==> src/rtl/svsd_isqrt.sv <==
// Iterative 64-bit integer square root, one result bit per cycle.
module svsd_isqrt (
  input  logic        clk_i,
  input  logic        rst_ni,
  input  logic        start_i,
  input  logic [63:0] x_i,
  output logic        done_o,
  output logic [31:0] root_o
);

  logic [63:0] x_q, x_d, r_q, r_d, bit_q, bit_d;
  logic        run_q, run_d;
  logic [64:0] trial;

  always_comb begin
    x_d    = x_q;
    r_d    = r_q;
    bit_d  = bit_q;
    run_d  = run_q;
    done_o = 1'b0;
    trial  = {1'b0, r_q} + {1'b0, bit_q};
    if (start_i) begin
      x_d   = x_i;
      r_d   = '0;
      bit_d = 64'h4000_0000_0000_0000;
      run_d = 1'b1;
    end else if (run_q) begin
      if ({1'b0, x_q} >= trial) begin
        x_d = x_q - trial[63:0];
        r_d = (r_q >> 1) + bit_q;
      end else begin
        r_d = r_q >> 1;
      end
      bit_d = bit_q >> 2;
      if (bit_q == 64'd1) begin
        run_d = 1'b0;
      end
    end else begin
      done_o = 1'b1;
    end
  end

  always_ff @(posedge clk_i or negedge rst_ni) begin
    if (!rst_ni) begin
      run_q <= 1'b0;
    end else begin
      run_q <= run_d;
    end
  end

  always_ff @(posedge clk_i) begin
    x_q   <= x_d;
    r_q   <= r_d;
    bit_q <= bit_d;
  end

  assign root_o = r_q[31:0];

endmodule
==> config.mk <==
export PLATFORM = sky130hd
export DESIGN_NAME = svsd_isqrt
export DESIGN_NICKNAME = d
export VERILOG_FILES = /design/src/rtl/svsd_isqrt.sv
export SDC_FILE = /design/constraint.sdc
export NUM_CORES = 1
export LEC_CHECK = 0
export ABC_AREA = 1
export BUFFER_PORTS_ARGS = -buffer_cell sky130_fd_sc_hd__buf_2
export CAP_MARGIN = 15
export CORE_MARGIN = 1
export CORE_UTILIZATION = 35
export DETAILED_ROUTE_END_ITERATION = 8
export PLACE_DENSITY_LB_ADDON = 0.25
export SLEW_MARGIN = 20
export SYNTH_ARGS = -nofsm -noshare
export SYNTH_HDL_FRONTEND = slang
export SYNTH_SLANG_ARGS = --single-unit
==> constraint.sdc <==
create_clock -name clk_i -period 10.3 [get_ports clk_i]
set_input_delay 0.515 -clock clk_i [delete_from_list [all_inputs] [get_ports clk_i]]
set_output_delay 0.515 -clock clk_i [all_outputs]
set_load 0.02 [all_outputs]
## Yosys cells after proc, flatten, opt, wreduce, memory -nomap -nowiden

Cells that the tools add are included.

| storage, ports and cells | value |
|---|---|
| register bits after elaboration | 161 |
| output and inout bits | 33 |
| word-level logic and storage cells | 21 |

| cells by class | value |
|---|---|
| add/subtract/negate cells | 3 |
| order comparisons | 1 |
| equality and inequality tests | 1 |
| muxes and demuxes | 9 |
| reductions and logical operators | 3 |

Operators with widths:

| kind | count |
|---|---|
| $mux 64 | 4 |
| $add 64x63->65 | 1 |
| $ge 64x65->1 | 1 |
| $add 63x63->64 | 1 |
| $sub 64x64->64 | 1 |
| $eq 32x1->1 const B | 1 |
| $mux 1 | 5 |
| $reduce_bool 2->1 | 2 |
| $reduce_and 2->1 | 1 |

## Depth between registers and ports, before layout

Gate-level depths: netlist of the first run.

| depth | value |
|---|---|
| word-level depth | 5 |
| mapped depth | 31 |
| mapped depth without buffers | 30 |

## Worst setup path before layout of the first run

No wires, ideal clock.

| path | value |
|---|---|
| path kind | register to register |
| start | reg r_q[2] |
| end | reg x_q[0] (enable) |
| library setup time | 0.524 ns |
| arrival | 7.048 ns |
| required time | 9.776 ns |
| path slack | 2.727 ns |
| cell stages (with the launch flop) | 27 |
| buffers on the path | 2 |
| clock period less this slack | 7.573 ns |
| cell sequence | dfxtp_1 -> ha_1 -> nand3_1 -> nand2_1 -> nand2_1 -> nand3_1 -> nand2_1 -> nand3_1 -> nand2_1 -> nand2_1 -> a21oi_1 -> o21ai_0 -> a21oi_1 -> xor2_1 -> ha_1 -> nand2_1 -> nor2_1 -> inv_1 -> nor2_1 -> inv_1 -> nor2_1 -> nand3_1 -> nand3_1 -> nand3_1 -> buf_4 -> buf_2 -> a31oi_1 |

| between the ends | value |
|---|---|
| word-level cells in the longest chain between the ends | 4 |

RTL lines:

| what | RTL line | RTL |
|---|---|---|
| start, declared | 11 | `logic [63:0] x_q, x_d, r_q, r_d, bit_q, bit_d;` |
| start signal, assigned | 53 | `r_q <= r_d;` |
| $add 64x63->65 | 21 | `trial = {1'b0, r_q} + {1'b0, bit_q};` |
| $ge 64x65->1 | 28 | `if ({1'b0, x_q} >= trial) begin` |
| $reduce_bool 2->1 (no line) | - |  |
| $reduce_and 2->1 (no line) | - |  |
| end signal, assigned | 52 | `x_q <= x_d;` |
| end, declared | 11 |  |

No other way between the ends.
A chain may end at the register's enable or synchronous reset.

## Worst setup path in the final report of the first run

| path | value |
|---|---|
| start | reg r_q[22] |
| end | reg r_q[47] |

| between the ends | value |
|---|---|
| word-level cells in the longest chain between the ends | 3 |

RTL lines:

| what | RTL line |
|---|---|
| $add 64x63->65 | 21 |
| $ge 64x65->1 | 28 |
| $mux 64 * | 28 |

Every way passes the cells marked *; elsewhere a longest branch is shown, timed or not.

==> results of run 1 <==
report_power, final:
part | switching (mW) | total, mW | leakage (nW) | internal (mW)
combinational | 2.54 | 3.73 | 7.08 | 1.19
clock | 0.329 | 0.677 | 0.282 | 0.349
sequential | 0.263 | 1.22 | 1.46 | 0.962
total | 3.14 | 5.63 | 8.82 | 2.50
cell type report:
type	count	area [um2]
Clock inverter	13	138
Multi-Input combinational cell	2367	12300
Tap cell	680	851
Timing Repair Buffer	110	583
Fill cell	5874	31800
Clock buffer	19	443
Inverter	459	1720
Sequential cell	161	3870
routing by layer:
metal	share of wire, %	track usage [%]
met1	46	37.4
met2	44	42.6
met3	7.3	3.73
met4	3.4	9.72
met5	0	0
state kept, by name (all words and copies together) (netlist names):
name and cells:
bit_q 32, x_q 64, run_q 1, r_q 64
tightest hold or removal path, delay by kind of cell:
family / cells / cell delay [ns]
and+or+nand+nor: 2 / 0.09
buffers and inverters: 1 / 0.07
repair_timing:
item                      CTS  global route
resized for setup           0             0
hold endpoints to repair    1             0
hold buffers                1             0
buffers inserted            0             0
synth_stat cells, types with 5 or more instances:
master	n
nand3b_1	13
ha_1	130
a31oi_1	18
dfxtp_1	96
xnor2_1	47
or2_2	26
nor4_1	14
a21o_1	10
nand4_1	42
nand2_1	809
o31ai_1	7
o22ai_1	32
edfxtp_1	64
o21bai_1	23
nor2_1	329
nand3_1	287
nor3_1	28
o21a_1	6
buf_1	7
buf_4	37
o211ai_1	7
o21ai_0	176
inv_1	452
buf_2	13
inv_2	5
a21oi_1	216
clkbuf_1	38
o21ai_1	37
a221oi_1	6
xor2_1	78
through the flow:
step | power [mW] | setup slack, ns | utilization [%] | instance area [um2] | std cells
finish | 5.63 | 3.75 | 38.5 | 19900 | 3809
global route | 6.09 | 3.41 | 38.5 | 19900 | 3809
CTS | 5.57 | 4.01 | 38.5 | 19900 | 3809
detailed placement | 4.87 | 4.04 | 37.4 | 19300 | 3776
global placement | 4.89 | 4.09 | 37.4 | 19300 | 3776
floorplan | 3.81 | 2.73 | - | 18400 | 3086
cells in the final DEF, fill, tap and decap left out, drive strengths merged, types with 47 or more instances in the layout:
cell,n
nor2,330
xor2,78
buf,109
o21ai,215
ha,130
nand3,287
nand2,813
a21oi,216
inv,467
dfxtp,96
edfxtp,64
xnor2,47
logic make-up (layout without fill, tap and decap cells):
family | Yosys count | after routing | synth area share, %
xor gates and xnor gates | 125 | 125 | 5.93
adders and majority gates | 131 | 131 | 8.93
buffers and inverters | 558 | 601 | 12.4
DFF | 161 | 161 | 21.0
and+or+nand+nor | 1559 | 1559 | 35.4
AOI/OAI and AO/OA | 552 | 552 | 16.4
worst paths after layout:
check,start,to,slack [ns],cells after the start
worst min-delay path,x_i[57],x_q[57],0.30,3
worst min register to register,r_q[0],r_q[0],0.49,2
min in group asynchronous,rst_ni,run_q,0.36,2
max in group asynchronous,rst_ni,run_q,9.83,2
worst max register to register,r_q[22],r_q[47],3.75,26
worst max-delay path,r_q[22],r_q[47],3.75,26
==> flow_summary_export.csv, run 1 <==
group,metric,value,unit
clock_network,cts.sinks,161,
yosys,ys_types,49,
layout,area_delta_synth_final,8.06,%
clock_network,cts-htree-levels,4,
global_route,grt_max_degree,79,
power_and_ir_drop,p_per_area,283,nW/um2
worst_setup_path,cp-start-kind,"flip-flop",
die,die_h,232,um
power_and_ir_drop,ir_worst_vdd,112,uV
placement,dp_hpwl,59600,um
global_route,grt_pass1_wl,111000,um
timing,slew_headroom,30.5,%
worst_setup_path,slowest_stage,"dfxtp_1",
timing,setup_tns,0,ns
route,finalWirelength,73200,um
global_route,grt_usage,27.0,%
worst_setup_path,cp_common_cell,"nand2_1",
timing,min_period,6.55,ns
route,routedWlPerCell,19.2,um
route,drt_iter0_drc,2145,
yosys,syn_inst,3086,
yosys,syn_area,18400,um2
timing,worstMarginPinSlew,1.03,ns
yosys,synth_nets,3284,
die,rows,83,
yosys,synthArstFlopShare,0.621,%
worst_setup_path,arrival,6.92,ns
yosys,synth_top_flop_cell,"dfxtp_1",
placement,gp_congestion,1.04,
die,core-area,51700,um2
worst_setup_path,worstSetupEndpointType,"flip-flop",
route,routed-via-count,20400,
timing,fin_worst_skew,0.0209,ns
global_route,grt_pass1_vias,18700,
clock_network,cts.path.max_buffers,2,
global_route,antenna_found_initial,0,
timing,finalHoldViolCount,0,
timing,rsz0062_at_grt,"false",
clock_network,cts_tree,"yes",
yosys,ys_seq_area_share,21.0,%
worst_setup_path,criticalPathCategory,"reg -> reg",
timing,report.final.slew_viol_count,0,
timing,period_share,63.6,%
yosys,synth_top_area_share,16.5,%
die,dieArea,53600,um2
yosys,synthTopCellsByArea,"nand2_1 (16%), dfxtp_1 (10%), edfxtp_1 (10%)",
route,drc,0,
clock_network,clk_latency,0.49,ns
flow_run,drv_cap,0,
route,viasPerCell,5.34,
layout,drive_gt1_share,5.82,%
yosys,synth-edff-count,64,
yosys,synth_area_leader_cell,"nand2_1",
die,die-width,232,um
worst_setup_path,worst-path-buf-inv,4,
power_and_ir_drop,p_leak,8.82,nW
layout,antenna_cells,0,
die,io_pins,100,
route,ant_nets,0,
placement,port_buffers,99,
timing,finalSetupViolations,0,
hold_path,holdCritPathClass,"in -> reg",
yosys,synth_seq_cells,161,
worst_setup_path,crit_path_max_incr_delay,0.70,ns
timing,holdWs,0.296,ns
clock_network,clk_pin_slew,0.09,ns
worst_setup_path,critPathMaxFanout,67,
yosys,yosysWarnings,0,
clock_network,cts_buffers,17,
timing,max_freq,153,MHz
outcome,outcome,"finished clean",
die,initial_core_util,35.7,%
worst_setup_path,crit_family,"simple AND/OR/NAND/NOR gates",
route,dr.pass1.iters,6,
yosys,syn_area_per_cell,5.98,um2
clock_network,cts_root_buf,"clkbuf_16",
worst_setup_path,required,10.67,ns
global_route,overflow,0,
layout,nets,3314,
No activity file was read; power rests on OpenSTA's default activity.
==> run 2: changes to the inputs <==
ABC_AREA = 0   (was 1)
clock period = 5.9 ns   (was 10.3 ns; I/O delays follow)
==> flow_summary_export.csv, run 2 <==
group,metric,value,unit
global_route,grt_usage,23.1,%
yosys,synthTopCellsByArea,"dfxtp_1 (13%), edfxtp_1 (13%), ha_1 (11%)",
power_and_ir_drop,net-switching-power,3.85,mW
timing,holdWs,0.105,ns
clock_network,clk_latency,0.47,ns
worst_setup_path,arrival,6.00,ns
die,io_pins,100,
worst_setup_path,crit_path_max_incr_delay,0.42,ns
clock_network,cts-htree-levels,4,
timing,min_period,5.82,ns
timing,report.final.slew_viol_count,0,
power_and_ir_drop,power,8.49,mW
power_and_ir_drop,intPower,4.64,mW
route,top_layer,"met4",
die,initial_core_util,35.5,%
route,drt_iter0_drc,1232,
yosys,synth-edff-count,64,
power_and_ir_drop,ir_worst_vdd,233,uV
power_and_ir_drop,p_per_area,464,nW/um2
worst_setup_path,cp-start-kind,"flip-flop",
worst_setup_path,worst-path-buf-inv,4,
clock_network,cts.path.max_buffers,2,
power_and_ir_drop,clkPwrFrac,14.4,%
timing,worstMarginPinSlew,0.940,ns
timing,finalHoldViolCount,0,
timing,max_freq,172,MHz
die,dieArea,44700,um2
layout,drive_gt1_share,19.3,%
clock_network,cts.sinks,161,
die,die-width,211,um
yosys,synth_nets,2105,
layout,stdcell_count,2625,
clock_network,clk_pin_slew,0.07,ns
timing,finalSetupViolations,0,
power_and_ir_drop,p_leak,7.51,nW
power_and_ir_drop,power_frac_comb,64.8,%
hold_path,holdCritPathClass,"in -> reg",
timing,period_share,98.7,%
placement,placedCellCount,2554,
yosys,syn_inst,1907,
placement,dp_worst_setup_slack,-0.106,ns
yosys,ys_seq_area_share,25.2,%
layout,antenna_cells,0,
worst_setup_path,critPathMaxFanout,6,
clock_network,cts_root_buf,"clkbuf_16",
route,met1_length,25000,um
global_route,grt_pass1_wl,80900,um
route,finalWirelength,53300,um
power_and_ir_drop,swShare,45.3,%
power_and_ir_drop,power_frac_seq,20.8,%
placement,port_buffers,99,
flow_run,drv_cap,0,
route,wl_met3,2750,um
timing,fin_ws,0.0778,ns
yosys,syn_area,15300,um2
yosys,synthArstFlopShare,0.621,%
layout,nFillCells,4407,
global_route,antenna_found_initial,1,
worst_setup_path,slowest_stage,"or3_4",
yosys,syn_area_per_cell,8.05,um2
clock_network,cts_tree,"yes",
layout,reg_top3,"r_q (64), x_q (64), bit_q (32)",
placement,dp_hpwl,39800,um
clock_network,cts_buffers,17,
yosys,yosysWarnings,0,
route,routed-via-count,15200,
worst_setup_path,criticalPathCategory,"reg -> reg",
yosys,synth_area_leader_cell,"dfxtp_1",
die,rows,76,
route,viasPerCell,5.78,
die,die_h,211,um
timing,rsz0062_at_grt,"true",
route,wl_met2,23800,um
yosys,synth_top_flop_cell,"dfxtp_1",
die,core-area,43200,um2
placement,dpl-instance-area,16900,um2
layout,nets,2225,
global_route,grt_pass1_vias,14200,
layout,area_delta_synth_final,19.1,%
worst_setup_path,required,6.08,ns
yosys,post-synth-top-count-cell,"nand2_1",
worst_setup_path,worstSetupEndpointType,"flip-flop",
route,drc,0,
layout,final_cell_area,18300,um2
outcome,outcome,"finished clean",
global_route,grt_max_degree,76,
global_route,overflow,0,
route,routedWlPerCell,20.3,um
route,ant_nets,0,
layout,final_cell_mix,"nand2_1 (237), o21ai_0 (152), nor2_1 (138)",
worst_setup_path,crit_family,"compound AO/OA/AOI/OAI gates",
yosys,synth_common_cells,"nand2_1 (237), o21ai_0 (154), nor2_1 (144)",
timing,fin_worst_skew,0.0108,ns
timing,slew_headroom,36.8,%
yosys,ys_types,93,
yosys,synth_top_area_share,12.5,%
yosys,synth_seq_cells,161,
placement,gp_congestion,0.921,
route,dr.pass1.iters,5,
layout,final_common_cell,"nand2_1",
[run 2: cell types whose count changed in the layout (fill, tap and decap cells not counted), sizes merged, moves of 28 or more]
cell	previous run	this run
nand2	813	238
inv	467	46
nand3	287	48
nor2	330	145
buf	109	224
a21oi	216	107
o21ai	215	162
mux2i	0	49
a21o	10	49
a31oi	18	55
o22ai	32	4
[run 2: what timing repair did]
action                                 4_1_cts  5_1_grt
endpoints found under the hold margin        1        0
setup endpoints to repair                    8      141
buffers inserted                             1       31
gates resized for setup                      3       66
hold buffers                                 1        0
cloned                                       0        7
pin swaps                                    2       31
[run 2: layout make-up]
type / instances / area (um2) / share of cell area [%]
clock buffers: 19 / 475 / 2.60
inverters: 41 / 154 / 0.842
flip-flops and latches: 161 / 3890 / 21.3
repair buffers: 231 / 1720 / 9.41
well taps: 585 / 732 / 4.00
multi-input cells: 1575 / 11200 / 61.0
clock inverters: 13 / 145 / 0.794
[run 2: cells by family (layout without fill, tap and decap cells)]
group                      after synthesis  after routing  share of synthesized area, %
muxes                                   58             58                          3.86
xor gates and xnor gates               149            149                          8.51
and+or+nand+nor                        639            639                          20.0
AOI/OAI and AO/OA                      598            598                          26.4
adders and majority gates              131            131                          10.7
DFF                                    161            161                          25.2
buffers and inverters                  171            304                          5.29
[run 2: worst paths after layout]
path | startpoint | endpoint | slack [ns] | cells after the start
max in group asynchronous | rst_ni | run_q | 5.66 | 2
setup reg to reg | r_q[2] | x_q[42] | 0.08 | 25
min in group asynchronous | rst_ni | run_q | 0.15 | 2
hold reg to reg | r_q[2] | r_q[2] | 0.52 | 2
setup / recovery | r_q[2] | x_q[42] | 0.08 | 25
hold / removal | x_i[23] | x_q[23] | 0.10 | 3
[run 2: layer usage]
| layer | global-route usage, % | vias up |
|---|---|---|
| met4 | 7.67 | 0 |
| met2 | 37.0 | 477 |
| met5 | 0 | - |
| met3 | 2.91 | 74 |
| met1 | 32.1 | 7287 |
| li1 | - | 7340 |
[run 2: power by group through the flow]
stage	sequential (mW)	combinational [mW]	clock [mW]
after global placement	1.78	4.74	0
after global routing	1.79	5.95	1.27
final	1.77	5.50	1.22
after floorplan	1.72	3.48	0
after detailed placement	1.78	4.78	0
after CTS	1.76	4.83	1.24
[run 2: tightest hold or removal path, stage by stage]
cell     delay [ns]
buf_2          0.08
nand2_1        0.04
nand2_1        0.05
[run 2: per-stage QoR]
stage          setup TNS, ns  utilization (%)
5_1_grt                -2.42             42.3
3_3_place_gp         -0.0999             39.1
2_1_floorplan          -6.13                -
6_report                   0             42.3
4_1_cts                    0             40.6
3_5_place_dp          -0.153             39.1
